## src/rtl/core/audio_sample_format_converter_macros.svh

```systemverilog
// Assertion macros shared by the converter RTL.
`ifndef AUDIO_SAMPLE_FORMAT_CONVERTER_MACROS_SVH
`define AUDIO_SAMPLE_FORMAT_CONVERTER_MACROS_SVH

// Same-cycle implication, held off during reset.
`define ASFC_ASSERT_NOW(label, ante, cons) \
  label: assert property (@(posedge clk) disable iff (rst) (ante) |-> (cons)) \
    else $error("converter check failed");

// Next-cycle implication, held off during reset.
`define ASFC_ASSERT_NEXT(label, ante, cons) \
  label: assert property (@(posedge clk) disable iff (rst) (ante) |=> (cons)) \
    else $error("converter check failed");

`endif

```

## src/rtl/core/asfc_pkg.sv

```systemverilog
// Types, register map and G.711 helper functions for the format converter.
`default_nettype none

package asfc_pkg;

  // Sample encodings
  typedef enum logic [1:0] {
    ENC_S16  = 2'd0,
    ENC_S8   = 2'd1,
    ENC_ULAW = 2'd2
  } enc_t;

  // Register indexes
  localparam logic [1:0] REG_SRC_ENC = 2'd0;
  localparam logic [1:0] REG_DST_ENC = 2'd1;
  localparam logic [1:0] REG_SRC_CH  = 2'd2;
  localparam logic [1:0] REG_DST_CH  = 2'd3;

  localparam logic [1:0] CH_MONO   = 2'd1;
  localparam logic [1:0] CH_STEREO = 2'd2;

  localparam logic [16:0] ULAW_BIAS = 17'd132;

  // Decoded configuration handed to the datapath
  typedef struct packed {
    enc_t src_enc;
    enc_t dst_enc;
    logic src_stereo;
    logic dst_stereo;
  } cfg_t;

  // Unused code falls back to 16-bit linear
  function automatic enc_t norm_enc(input logic [1:0] code);
    enc_t e;
    priority if (code == ENC_S8) begin
      e = ENC_S8;
    end else if (code == ENC_ULAW) begin
      e = ENC_ULAW;
    end else begin
      e = ENC_S16;
    end
    return e;
  endfunction

  // G.711 mu-law expansion to 16-bit linear
  function automatic logic [15:0] ulaw_expand(input logic [7:0] code);
    logic [7:0]  u;
    logic [16:0] t;
    logic [16:0] r;
    u = ~code;
    t = (17'({u[3:0], 3'b000}) + ULAW_BIAS) << u[6:4];
    r = u[7] ? (ULAW_BIAS - t) : (t - ULAW_BIAS);
    return r[15:0];
  endfunction

  // G.711 mu-law compression of 16-bit linear, clipping at the top segment
  function automatic logic [7:0] ulaw_compress(input logic [15:0] lin);
    logic [16:0] l;
    logic [16:0] pv;
    logic [7:0]  mask;
    logic [2:0]  seg;
    logic [16:0] sh;
    logic [7:0]  code;
    l = {lin[15], lin};
    if (lin[15]) begin
      pv   = ULAW_BIAS - l;
      mask = 8'h7F;
    end else begin
      pv   = l + ULAW_BIAS;
      mask = 8'hFF;
    end
    seg = 3'd0;
    for (int i = 1; i < 8; i++) begin
      if (pv[i + 7]) seg = 3'(i);
    end
    sh = pv >> (4'({1'b0, seg}) + 4'd3);
    if (pv[16] || pv[15]) begin
      code = 8'h7F ^ mask;
    end else begin
      code = {1'b0, seg, sh[3:0]} ^ mask;
    end
    return code;
  endfunction

  // Signed halving, truncating toward zero
  function automatic logic [15:0] halve(input logic [16:0] s);
    logic [16:0] t;
    t = s + {16'b0, s[16]};
    return t[16:1];
  endfunction

endpackage

`default_nettype wire

```

## src/rtl/core/asfc_regs.sv

```systemverilog
// APB configuration registers of the format converter.
`default_nettype none

module asfc_regs
  import asfc_pkg::*;
(
  input  wire logic        clk,
  input  wire logic        rst,
  input  wire logic        psel,
  input  wire logic        penable,
  input  wire logic        pwrite,
  input  wire logic [3:0]  paddr,
  input  wire logic [31:0] pwdata,
  output logic      [31:0] prdata,
  output logic             pready,
  output cfg_t             cfg
);

  logic [1:0] src_enc;
  logic [1:0] dst_enc;
  logic [1:0] src_ch;
  logic [1:0] dst_ch;
  logic       wr_en;

  assign pready = 1'b1;
  assign wr_en  = psel && penable && pwrite;

  // Register writes
  always_ff @(posedge clk) begin
    if (rst) begin
      src_enc <= ENC_S16;
      dst_enc <= ENC_S16;
      src_ch  <= CH_MONO;
      dst_ch  <= CH_MONO;
    end else if (wr_en) begin
      unique case (paddr[3:2])
        REG_SRC_ENC: src_enc <= pwdata[1:0];
        REG_DST_ENC: dst_enc <= pwdata[1:0];
        REG_SRC_CH:  src_ch  <= pwdata[1:0];
        REG_DST_CH:  dst_ch  <= pwdata[1:0];
        default:     src_enc <= src_enc;
      endcase
    end
  end

  // Read-back
  always_comb begin
    prdata = 32'b0;
    unique case (paddr[3:2])
      REG_SRC_ENC: prdata[1:0] = src_enc;
      REG_DST_ENC: prdata[1:0] = dst_enc;
      REG_SRC_CH:  prdata[1:0] = src_ch;
      REG_DST_CH:  prdata[1:0] = dst_ch;
      default:     prdata      = 32'b0;
    endcase
  end

  // Decoded view: unused codes fold to linear / mono
  assign cfg.src_enc    = norm_enc(src_enc);
  assign cfg.dst_enc    = norm_enc(dst_enc);
  assign cfg.src_stereo = (src_ch == CH_STEREO);
  assign cfg.dst_stereo = (dst_ch == CH_STEREO);

endmodule

`default_nettype wire

```

## src/rtl/core/asfc_pair_avg.sv

```systemverilog
// Stereo pair average in the source encoding.
`default_nettype none

module asfc_pair_avg
  import asfc_pkg::*;
(
  input  wire enc_t        enc,
  input  wire logic [15:0] left,
  input  wire logic [15:0] right,
  output logic      [15:0] avg
);

  logic [16:0] sum_s8;
  logic [16:0] sum_s16;
  logic [16:0] sum_ulaw;
  logic [15:0] exp_l;
  logic [15:0] exp_r;
  logic [15:0] half_s8;

  assign exp_l = ulaw_expand(left[7:0]);
  assign exp_r = ulaw_expand(right[7:0]);

  // Sums, sign extended to 17 bits
  assign sum_s8   = {{9{left[7]}}, left[7:0]} + {{9{right[7]}}, right[7:0]};
  assign sum_s16  = {left[15], left} + {right[15], right};
  assign sum_ulaw = {exp_l[15], exp_l} + {exp_r[15], exp_r};
  assign half_s8  = halve(sum_s8);

  always_comb begin
    unique case (enc)
      ENC_S8:   avg = {8'b0, half_s8[7:0]};
      ENC_ULAW: avg = {8'b0, ulaw_compress(halve(sum_ulaw))};
      default:  avg = halve(sum_s16);
    endcase
  end

endmodule

`default_nettype wire

```

## src/rtl/core/asfc_encode.sv

```systemverilog
// Encoding conversion of one sample via 16-bit linear.
`default_nettype none

module asfc_encode
  import asfc_pkg::*;
(
  input  wire cfg_t        cfg,
  input  wire logic [15:0] raw,
  output logic      [15:0] res
);

  logic [15:0] lin;

  // To linear
  always_comb begin
    unique case (cfg.src_enc)
      ENC_S8:   lin = {raw[7:0], 8'b0};
      ENC_ULAW: lin = ulaw_expand(raw[7:0]);
      default:  lin = raw;
    endcase
  end

  // From linear, or straight through when formats match
  always_comb begin
    if (cfg.src_enc == cfg.dst_enc) begin
      res = (cfg.src_enc == ENC_S16) ? raw : {8'b0, raw[7:0]};
    end else begin
      unique case (cfg.dst_enc)
        ENC_S8:   res = {8'b0, lin[15:8]};
        ENC_ULAW: res = {8'b0, ulaw_compress(lin)};
        default:  res = lin;
      endcase
    end
  end

endmodule

`default_nettype wire

```

## src/rtl/core/audio_sample_format_converter.sv

```systemverilog
// Top level: streaming PCM / mu-law sample and channel converter.
//
// Input beats (sample_in, block_end) arrive on in_valid/in_stall; results
// (sample_out, run_last, block_end_out) leave on out_valid/out_stall.
// Configuration is written through the APB port; the user must write it
// only while the stream is idle, which the block itself does not enforce.
// Pipeline: input register, pair average, encoding conversion into the
// output register. One beat is taken every cycle while in_stall is low;
// mono to stereo sends two results per beat, so the output register takes
// no new sample until both are sent. Stereo to mono takes two beats per
// result, the first being held in the pair register with no result.
// A stall on the output holds the output register; the stages behind it
// fill and then in_stall rises, so no beat is lost.
// Reset restores linear mono in and out and drops any pending pair half
// and all beats in flight.
`include "audio_sample_format_converter_macros.svh"
`default_nettype none

module audio_sample_format_converter
  import asfc_pkg::*;
(
  input  wire logic        clk,
  input  wire logic        rst,
  input  wire logic        psel,
  input  wire logic        penable,
  input  wire logic        pwrite,
  input  wire logic [3:0]  paddr,
  input  wire logic [31:0] pwdata,
  output logic      [31:0] prdata,
  output logic             pready,
  input  wire logic        in_valid,
  output logic             in_stall,
  input  wire logic [15:0] sample_in,
  input  wire logic        block_end,
  output logic             out_valid,
  input  wire logic        out_stall,
  output logic      [15:0] sample_out,
  output logic             run_last,
  output logic             block_end_out
);

  cfg_t        cfg;
  logic        in_take;
  logic [15:0] smp;
  logic        merge;
  logic        s1_load;

  // Pair state
  logic [15:0] held_left;
  logic        half_seen;

  // Stage 1: accepted beat
  logic        s1_valid;
  logic [15:0] s1_a;
  logic [15:0] s1_b;
  logic        s1_avg;
  logic        s1_dup;
  logic        s1_be;
  logic [15:0] s1_pair;
  logic        s1_free;

  // Stage 2: channel-converted sample
  logic        s2_valid;
  logic [15:0] s2_mid;
  logic        s2_dup;
  logic        s2_be;
  logic [15:0] s2_res;
  logic        s2_free;

  // Output register
  logic        out_more;
  logic        out_be;
  logic        out_take;
  logic        out_free;

  asfc_regs u_regs (
    .clk     (clk),
    .rst     (rst),
    .psel    (psel),
    .penable (penable),
    .pwrite  (pwrite),
    .paddr   (paddr),
    .pwdata  (pwdata),
    .prdata  (prdata),
    .pready  (pready),
    .cfg     (cfg)
  );

  // Flow control, back to front
  assign out_take = out_valid && !out_stall;
  assign out_free = !out_valid || (out_take && !out_more);
  assign s2_free  = !s2_valid || out_free;
  assign s1_free  = !s1_valid || s2_free;
  assign in_stall = !s1_free;
  assign in_take  = in_valid && !in_stall;

  // Input decode
  assign smp     = (cfg.src_enc == ENC_S16) ? sample_in : {8'b0, sample_in[7:0]};
  assign merge   = cfg.src_stereo && !cfg.dst_stereo;
  assign s1_load = in_take && (!merge || half_seen);

  // Pair state: first half held, block end drops it
  always_ff @(posedge clk) begin
    if (rst) begin
      half_seen <= 1'b0;
      held_left <= 16'b0;
    end else if (in_take) begin
      if (merge && !half_seen && !block_end) begin
        half_seen <= 1'b1;
        held_left <= smp;
      end else if (merge || block_end) begin
        half_seen <= 1'b0;
      end
    end
  end

  // Stage 1 register
  always_ff @(posedge clk) begin
    if (rst) begin
      s1_valid <= 1'b0;
    end else if (s1_free) begin
      s1_valid <= s1_load;
    end
  end

  always_ff @(posedge clk) begin
    if (s1_free && s1_load) begin
      s1_a   <= merge ? held_left : smp;
      s1_b   <= smp;
      s1_avg <= merge;
      s1_dup <= !cfg.src_stereo && cfg.dst_stereo;
      s1_be  <= block_end;
    end
  end

  asfc_pair_avg u_pair_avg (
    .enc   (cfg.src_enc),
    .left  (s1_a),
    .right (s1_b),
    .avg   (s1_pair)
  );

  // Stage 2 register
  always_ff @(posedge clk) begin
    if (rst) begin
      s2_valid <= 1'b0;
    end else if (s2_free) begin
      s2_valid <= s1_valid;
    end
  end

  always_ff @(posedge clk) begin
    if (s2_free && s1_valid) begin
      s2_mid <= s1_avg ? s1_pair : s1_a;
      s2_dup <= s1_dup;
      s2_be  <= s1_be;
    end
  end

  asfc_encode u_encode (
    .cfg (cfg),
    .raw (s2_mid),
    .res (s2_res)
  );

  // Output register; a duplicated sample is sent a second time in place
  always_ff @(posedge clk) begin
    if (rst) begin
      out_valid <= 1'b0;
      out_more  <= 1'b0;
    end else if (out_take && out_more) begin
      out_more  <= 1'b0;
    end else if (out_free) begin
      out_valid <= s2_valid;
      out_more  <= s2_valid && s2_dup;
    end
  end

  always_ff @(posedge clk) begin
    if (out_take && out_more) begin
      run_last      <= 1'b1;
      block_end_out <= out_be;
    end else if (out_free && s2_valid) begin
      sample_out    <= s2_res;
      run_last      <= !s2_dup;
      block_end_out <= s2_be && !s2_dup;
      out_be        <= s2_be;
    end
  end

  // Checks
  `ASFC_ASSERT_NOW(a_first_copy_not_last, out_valid && out_more, !run_last && !block_end_out)
  `ASFC_ASSERT_NEXT(a_second_copy, out_take && out_more,
                    out_valid && run_last && $stable(sample_out))
  `ASFC_ASSERT_NOW(a_stall_only_when_full, in_stall, s1_valid && s2_valid && out_valid)

endmodule

`default_nettype wire

```

## config.mk

```make
export PLATFORM = sky130hd
export DESIGN_NAME = audio_sample_format_converter
export DESIGN_NICKNAME = d
export VERILOG_FILES = /design/src/rtl/core/asfc_pkg.sv /design/src/rtl/core/asfc_regs.sv /design/src/rtl/core/asfc_pair_avg.sv /design/src/rtl/core/asfc_encode.sv /design/src/rtl/core/audio_sample_format_converter.sv
export VERILOG_INCLUDE_DIRS = /design/src /design/src/rtl/core
export SDC_FILE = /design/constraint.sdc
export NUM_CORES = 1
export LEC_CHECK = 0
export ABC_AREA = 1
export BUFFER_PORTS_ARGS = -buffer_cell sky130_fd_sc_hd__clkbuf_2
export CAP_MARGIN = 20
export CORE_MARGIN = 2
export CORE_UTILIZATION = 55
export DETAILED_ROUTE_END_ITERATION = 16
export PLACE_DENSITY = 0.78
export SETUP_SLACK_MARGIN = 0.02
export SKIP_LAST_GASP = 1
export SYNTH_ARGS = -nofsm -noshare
export SYNTH_HDL_FRONTEND = slang
export SYNTH_SLANG_ARGS = --single-unit
```

## constraint.sdc

```tcl
create_clock -name clk -period 4.55 [get_ports clk]
set_input_delay 0.6825 -clock clk [delete_from_list [all_inputs] [get_ports clk]]
set_output_delay 0.6825 -clock clk [all_outputs]
set_load 0.02 [all_outputs]
```

# ---- Word-level counts from Yosys, hierarchy flattened
# Cells that the tools add are included.
dict set report classes {
  add_sub_neg 21
  n_eq_ne 14
  shift 5
  mux 49
  bitwise_logic 8
  reduce_logical 48
}
# cell count
set op_table {}
lappend op_table {{$mux 16} 8}
lappend op_table {{$pmux 16 s2} 3}
lappend op_table {{$mux 17} 5}
lappend op_table {{$mux 8} 7}
lappend op_table {{$shl 17x3->16} 3}
lappend op_table {{$sub 16x8->16 const B} 3}
lappend op_table {{$sub 8x16->16 const A} 3}
lappend op_table {{$add 16x16->17} 2}
lappend op_table {{$add 16x9->17 const B} 2}
lappend op_table {{$add 17x1->17} 2}
lappend op_table {{$shr 17x4->4} 2}
lappend op_table {{$sub 9x16->17 const A} 2}
lappend op_table {{$mux 3} 11}
lappend op_table {{$add 7x8->9 const B} 3}
lappend op_table {{$not 8->8} 3}
lappend op_table {{$eq 2x2->1 const B} 8}
lappend op_table {{$logic_and 1x1->1} 16}
lappend op_table {{$mux 2} 8}
lappend op_table {{$reduce_and 2->1} 8}
lappend op_table {{$xor 7x8->8} 2}
lappend op_table {{$not 7->7} 2}
lappend op_table {{$logic_not 1->1} 12}
lappend op_table {{$eq 2x1->1 const B} 5}
lappend op_table {{$add 8x8->9} 1}
lappend op_table {{10 further kinds} 24}
dict set report word_totals {
  register_bits 101
  input_bits 60
  out_inout_bits 53
  wordCells 167
}

# ---- Logic depth before layout (Yosys ltp)
dict set report depth {
  depth_word 25
  depth_mapped 43
  mapped_depth_nobuf 43
}

# ---- Modules after synthesis
# A second synthesis with hierarchy kept.
dict set report hier_totals {
  hier_cells 1737
  hier_area_um2 11192.0
}
# mod n_inst cells_each area_each_um2
set by_module_without_submodules {}
lappend by_module_without_submodules {asfc_pair_avg 1 830 4425.5}
lappend by_module_without_submodules {audio_sample_format_converter 1 293 3577.2}
lappend by_module_without_submodules {asfc_encode 1 500 2483.6}
lappend by_module_without_submodules {asfc_regs 1 114 705.7}

# ---- Least setup slack after synthesis
# Ideal clock, no wire load.
dict set report synth_timing {
  path_type {register to register}
  startpoint {register s1_b[4]}
  endpoint {register s2_mid[3], data pin}
  setup_time_ns 0.252
  arrival_time_ns 4.697
  path_slack_ns -0.399
  stages_incl_launch_ff 39
  path_cell_list {edfxtp_1 clkbuf_1 mux2i_1 o21ai_0 or2_2 ha_1 inv_1 o21ai_0 o21ai_0 nand2_1 nand2_1 nand2_1 xor2_1 ha_1 a21oi_1 o21a_1 nand2_1 a21boi_2 [3 not listed] nand2_1 buf_2 o21ai_0 nand2_1 nand2_1 nand2_1 nand2_1 nand2_1 nand2_2 nand2_2 buf_4 nand3_1 nand2_1 nand2_1 a21oi_1 nand2_1 nand2_1 nand2_1}
}
dict set report synth_between {
  elab_chain_len 23
}
# item line
set synth_lines {}
lappend synth_lines {{from (decl)} audio_sample_format_converter.sv:55} ;# logic [15:0] s1_b;
lappend synth_lines {{from (signal assigned)} audio_sample_format_converter.sv:129} ;# s1_b <= smp;
lappend synth_lines {{$not 8->8} asfc_pkg.sv:50} ;# u = ~code;
lappend synth_lines {{$shl 17x3->16} asfc_pkg.sv:51} ;# t = (17'({u[3:0], 3'b000}) + ULAW_BIAS) << u[6:4];
lappend synth_lines {{$sub 16x8->16 / $sub 8x16->16 (equally long branches)} asfc_pkg.sv:52} ;# r = u[7] ? (ULAW_BIAS - t) : (t - ULAW_BIAS);
lappend synth_lines {{$mux 16} asfc_pkg.sv:52}
lappend synth_lines {{$add 16x16->17} asfc_pair_avg.sv:26} ;# assign sum_ulaw = {exp_l[15], exp_l} + {exp_r[15], exp_r};
lappend synth_lines {{$add 17x1->17} asfc_pkg.sv:88} ;# t = s + {16'b0, s[16]};
lappend synth_lines {{$add 16x9->17 / $sub 9x16->17 (equally long branches)} {asfc_pkg.sv:69, asfc_pkg.sv:66}}
lappend synth_lines {{$mux 17} asfc_pkg.sv:65} ;# if (lin[15]) begin
lappend synth_lines {{[4 not listed]} n/a}
lappend synth_lines {{$mux 3 (4 in a row)} asfc_pkg.sv:74} ;# if (pv[i + 7]) seg = 3'(i);
lappend synth_lines {{$mux 3} asfc_pair_avg.sv:30} ;# unique case (enc)
lappend synth_lines {{$add 3x2->4} asfc_pkg.sv:76} ;# sh = pv >> (4'({1'b0, seg}) + 4'd3);
lappend synth_lines {{$shr 17x4->4} asfc_pkg.sv:76}
lappend synth_lines {{$xor 7x8->8} asfc_pkg.sv:80} ;# code = {1'b0, seg, sh[3:0]} ^ mask;
lappend synth_lines {{$mux 8} asfc_pkg.sv:77} ;# if (pv[16] || pv[15]) begin
lappend synth_lines {{$pmux 16 s2 (*)} asfc_pair_avg.sv:30}
lappend synth_lines {{$mux 16 (*)} audio_sample_format_converter.sv:154} ;# s2_mid <= s1_avg ? s1_pair : s1_a;
lappend synth_lines {{to (signal assigned)} audio_sample_format_converter.sv:154}
lappend synth_lines {{to (decl)} audio_sample_format_converter.sv:64} ;# logic [15:0] s2_mid;
# Every way passes the cells marked *; elsewhere a longest branch is shown, timed or not. The select of a mux whose other input is x is not followed.
# A chain may end at the register's enable or synchronous reset.

# ---- Worst setup path after layout
dict set report layout_timing {
  startpoint {register s1_a[4]}
  endpoint {register s2_mid[1], data pin}
}
dict set report layout_between {
  elab_chain_len 23
}
# item line
set layout_lines {}
lappend layout_lines {{from (decl)} audio_sample_format_converter.sv:54} ;# logic [15:0] s1_a;
lappend layout_lines {{from (signal assigned)} audio_sample_format_converter.sv:128} ;# s1_a <= merge ? held_left : smp;
lappend layout_lines {{$not 8->8} asfc_pkg.sv:50}
lappend layout_lines {{$shl 17x3->16} asfc_pkg.sv:51}
lappend layout_lines {{$sub 16x8->16 / $sub 8x16->16 (equally long branches)} asfc_pkg.sv:52}
lappend layout_lines {{$mux 16} asfc_pkg.sv:52}
lappend layout_lines {{$add 16x16->17} asfc_pair_avg.sv:26}
lappend layout_lines {{$add 17x1->17} asfc_pkg.sv:88}
lappend layout_lines {{$add 16x9->17 / $sub 9x16->17 (equally long branches)} {asfc_pkg.sv:69, asfc_pkg.sv:66}}
lappend layout_lines {{$mux 17} asfc_pkg.sv:65}
lappend layout_lines {{[4 not listed]} n/a}
lappend layout_lines {{$mux 3 (4 in a row)} asfc_pkg.sv:74}
lappend layout_lines {{$mux 3} asfc_pair_avg.sv:30}
lappend layout_lines {{$add 3x2->4} asfc_pkg.sv:76}
lappend layout_lines {{$shr 17x4->4} asfc_pkg.sv:76}
lappend layout_lines {{$xor 7x8->8} asfc_pkg.sv:80}
lappend layout_lines {{$mux 8} asfc_pkg.sv:77}
lappend layout_lines {{$pmux 16 s2 (*)} asfc_pair_avg.sv:30}
lappend layout_lines {{$mux 16 (*)} audio_sample_format_converter.sv:154}
# Marked as above.

==> results <==
- During I/O placement, the number of pins put on the boundary was 113.
- STA classifies the critical path startpoint as a register.
- From bottom edge to top edge, the die measures 142 um.
- The portion of the post-synthesis area used by sequential elements is 25.9%.
- The final reports fail on negative setup slack.
- Clock skew on the completed layout was measured at 12.7 ps.
- Dividing total power by cell area gives a power density of 413 nW/um^2.
- For this design the total switching power over the nets is 2420 uW.
- The root buffer cell chosen for the clock tree is sky130_fd_sc_hd__clkbuf_16.
- Data arrives at the worst endpoint at 5180 ps.
- Of the total power, registers draw 19.7%.
- The repair_antennas step left the layout with diodes totalling 0.
- The critical path data required time is 4650 ps.
- The transition at the pin with the smallest max-transition slack is 701 ps.
- The post-detailed-route via-to-cell ratio is 5.45.
- After synthesis, the share of flip-flops with an asynchronous set or reset is 0%.
- The pin count of the biggest net entering global routing is 37.
- The average wire per cell in the routed design is 13.8 um.
- The number of global-route vias before repair is 10100.
- The top achievable clock speed is 0.197 GHz.
- The cell-internal power is 2950 uW.
- The clock network burns 14.0% of the power.
- The number of max-cap violations is 0.
- The layout cell share with drive strength beyond 1 is 25.4%.
- Detailed placement ended at an HPWL of 21600 um.
- The detailed router finished its first iteration with 887 violations.
- The number of max-slew violations in the final report is 0.
- The number of nets in the layout is 1946.
- The count of yosys warnings during synthesis is 0.
- In this run the number of H-tree levels came out at 3.
- Synthesis inferred 101 register bits.
- The overall power consumption is 5380 uW.
- The worst slew margin relative to its limit is 52.9%.
- The initial antenna violation count came to 0.
- The fraction of power spent switching nets is 45.1%.
- The first global-routing pass estimated 45400 um of wire.
- The vias after detailed routing is 11300.
- From synthesis to final layout, the design area changed by 23.5%.
- Counting flops with a built-in enable in the synthesized netlist gives 71.
- A synthesized cell averages 6.51 um^2.
- The cell occurring most often along the worst timing path is sky130_fd_sc_hd__nand2_1.
- The clock net sink count is 101.
- The number of hold buffers added after CTS was 0.
- Timing analysis after detailed placement gives a worst setup slack of -535 ps.
- No sink is reached through more buffers than the 2 on the longest clock path.
- In this run the static leakage power is 0.00638 uW.
- Setup repair after global routing could not meet its margin everywhere.
- Setup violations remaining at the end of the flow were counted as 7.
- TritonCTS built the clock tree.
- The final critical path takes up 112% of the cycle.
- The overall die width is 142 um.
- The worst setup slack after layout is -527 ps.
- The count of port buffers added during placement is 49.
- In the routed design, unresolved DRC markers number 0.
- The total congestion overflow is 0.
- The post-synthesis instance total is 1618.
- In this run the cell area of the synthesized design comes to 10500 um^2.
- The routed design has 28500 um of wire.
- In this run the worst path has a maximum fanout of 8.
- IR analysis of the VDD net gives a maximum drop of 0.000399 V.
- The combinational share of power is 66.3%.
- The worst min-delay path class is register to register.
- The floorplan step defined a core boundary enclosing 18800 um^2.
- The worst path in the final design needs a cycle of 5080 ps, including I/O delays and setup.
- On the critical path, the stage with the largest delay is an instance of sky130_fd_sc_hd__edfxtp_1.
- The kind of capture point of the worst setup path is a register.
- The die covers 20300 um^2.
- The CTS clock-pin slew for the worst setup and hold paths is 80 ps.
- At the end of routability-driven placement, the weighted congestion stood at 0.978.
- In the global route stage, overall resource usage came out at 26.9%.
- For the worst-skew pair, the clock arrives at the later sink with an insertion delay of 360 ps.
- Counting distinct cell types in the post-synthesis netlist gives 59.
- The run finished, with violations left.
- The detail route stage leaves a number of antenna-violating nets equal to 0.
- The final hold violation count is 0.
- The floorplan has 50 rows.
- The most instantiated flip-flop cell in the synthesis netlist is sky130_fd_sc_hd__edfxtp_1.
- The initial utilization of the core area, before any placement, comes to 56.2%.
- The worst setup path is of the register to register kind.
- In this design, the stage delay of the slowest critical-path cell is 520 ps.
- Buffers inserted during clock tree synthesis total 9.
- The total iterations of the first detailed-routing run is 7.
==> worst paths after layout <==
| kind | startpoint | endpoint | slack [ps] | depth (start not counted) |
|---|---|---|---|---|
| worst min-delay path | s1_dup$_DFFE_PP_ | s2_dup$_DFFE_PP_ | 440 | 0 |
| worst max register to register | s1_a[4]$_DFFE_PP_ | s2_mid[1]$_DFFE_PP_ | -530 | 36 |
| worst min register to register | s1_dup$_DFFE_PP_ | s2_dup$_DFFE_PP_ | 440 | 0 |
| worst max-delay path | s1_a[4]$_DFFE_PP_ | s2_mid[1]$_DFFE_PP_ | -530 | 36 |
==> through the flow <==
stage / std cells / util [%] / instance area, um^2 / hold WS [ps] / TNS [ps]
floorplan: 1647 / - / 10700 / 400 / -332
global placement: 2021 / 64.0 / 12000 / 401 / -2350
detailed placement: 2021 / 64.0 / 12000 / 412 / -3320
CTS: 2052 / 66.8 / 12500 / 430 / -2300
global route: 2067 / 69.4 / 13000 / 436 / -5590
finish: 2067 / 69.4 / 13000 / 438 / -3120
==> cells in the final DEF (no fill, tap or decap), drive strengths merged, types with 12 or more instances in the layout <==
cell type	Yosys	layout
o21ai	149	149
inv	215	219
o22ai	12	12
dfxtp	30	30
nor2	145	145
nand2	488	489
edfxtp	71	71
buf	44	188
nand3	135	135
nor3	26	26
ha	56	56
xnor2	16	16
conb	2	31
clkbuf	24	58
nand4	12	12
a21oi	79	79
xor2	43	43
==> final cells by class <==
cell class,instances,area (um^2)
Inverter,219,832
Clock buffer,9,225
Fill cell,1536,5750
Timing Repair Buffer,237,1680
Clock inverter,7,66.3
Multi-Input combinational cell,1260,7190
Tap cell,234,293
Sequential cell,101,2730
==> layer usage <==
metal	vias up	track usage (%)	routed length, um
met5	-	0	0
met4	0	7.35	605
met3	64	2.73	1610
met2	447	47.0	13800
met1	5085	35.7	12400
li1	5659	-	-
==> critical path, delay by kind of cell (launching register included) <==
| family | cells | cell delay [ps] |
|---|---|---|
| buffers and inverters | 4 | 320 |
| flip-flops | 1 | 520 |
| adder cells (fa/ha/maj) | 2 | 530 |
| XOR/XNOR | 2 | 420 |
| AND/OR/NAND/NOR | 19 | 1700 |
| multiplexers | 1 | 290 |
| AO/OA/AOI/OAI | 8 | 1040 |
==> flip-flops by register name, summed over array words and instances, names as in the netlist, 16 cells and up <==
register    flops
s1_a           16
sample_out     16
s2_mid         16
s1_b           16
held_left      16
==> Yosys cell counts (3+ instances only) <==
| cell | number | area share (%) |
|---|---|---|
| sky130_fd_sc_hd__nand2_1 | 459 | 16 |
| sky130_fd_sc_hd__inv_1 | 193 | 6.9 |
| sky130_fd_sc_hd__nor2_1 | 132 | 4.7 |
| sky130_fd_sc_hd__o21ai_0 | 129 | 6.1 |
| sky130_fd_sc_hd__nand3_1 | 124 | 5.9 |
| sky130_fd_sc_hd__a21oi_1 | 74 | 3.5 |
| sky130_fd_sc_hd__edfxtp_1 | 71 | 20 |
| sky130_fd_sc_hd__ha_1 | 56 | 6.6 |
| sky130_fd_sc_hd__xor2_1 | 42 | 3.5 |
| sky130_fd_sc_hd__buf_4 | 32 | 2.3 |
| sky130_fd_sc_hd__dfxtp_1 | 30 | 5.7 |
| sky130_fd_sc_hd__clkbuf_1 | 24 | 0.85 |
| sky130_fd_sc_hd__nand2_2 | 23 | 1.4 |
| sky130_fd_sc_hd__nor3_1 | 23 | 1.1 |
| sky130_fd_sc_hd__inv_2 | 20 | 0.71 |
| sky130_fd_sc_hd__xnor2_1 | 16 | 1.3 |
| sky130_fd_sc_hd__o21ai_1 | 15 | 0.71 |
| sky130_fd_sc_hd__nand4_1 | 12 | 0.71 |
| sky130_fd_sc_hd__o22ai_1 | 12 | 0.71 |
| sky130_fd_sc_hd__o211ai_1 | 10 | 0.71 |
| sky130_fd_sc_hd__nand3_2 | 9 | 0.85 |
| sky130_fd_sc_hd__nor2_2 | 9 | 0.53 |
| sky130_fd_sc_hd__or2_2 | 8 | 0.47 |
| sky130_fd_sc_hd__buf_6 | 6 | 0.64 |
| sky130_fd_sc_hd__nand2_4 | 6 | 0.64 |
| sky130_fd_sc_hd__a21oi_2 | 5 | 0.42 |
| sky130_fd_sc_hd__buf_2 | 5 | 0.24 |
| sky130_fd_sc_hd__nand3b_1 | 5 | 0.36 |
| sky130_fd_sc_hd__o21ai_2 | 5 | 0.42 |
| sky130_fd_sc_hd__o21bai_1 | 5 | 0.36 |
| sky130_fd_sc_hd__a31oi_1 | 4 | 0.24 |
| sky130_fd_sc_hd__clkinv_1 | 4 | 0.14 |
| sky130_fd_sc_hd__nor2_4 | 4 | 0.43 |
| sky130_fd_sc_hd__a22oi_1 | 3 | 0.21 |
| sky130_fd_sc_hd__nor3_2 | 3 | 0.28 |
| sky130_fd_sc_hd__nor4_1 | 3 | 0.18 |
| sky130_fd_sc_hd__o311ai_0 | 3 | 0.25 |
==> what timing repair did <==
| item | CTS | global route |
|---|---|---|
| pin swaps | 36 | 42 |
| cloned | 0 | 1 |
| buffers inserted | 15 | 14 |
| resized for setup | 47 | 99 |
| setup endpoints to repair | 7 | 13 |
==> power groups by stage <==
stage | combinational [uW] | sequential (uW) | clock, uW
3_3_place_gp | 2850 | 1080 | 0
4_1_cts | 3130 | 1060 | 760
6_report | 3560 | 1060 | 753
5_1_grt | 3920 | 1060 | 794
3_5_place_dp | 2900 | 1080 | 0
2_1_floorplan | 1880 | 1080 | 0
==> cells by family after synthesis <==
kind of cell,Yosys count,synth area share [%]
AO/OA/AOI/OAI,285,15.6
other,2,0.0713
AND/OR/NAND/NOR,824,34.3
multiplexers,2,0.190
buffers and inverters,287,11.9
flip-flops,101,25.9
adder cells (fa/ha/maj),58,7.03
XOR/XNOR,59,4.97
Note: power is estimated with default switching activity, not from simulation.
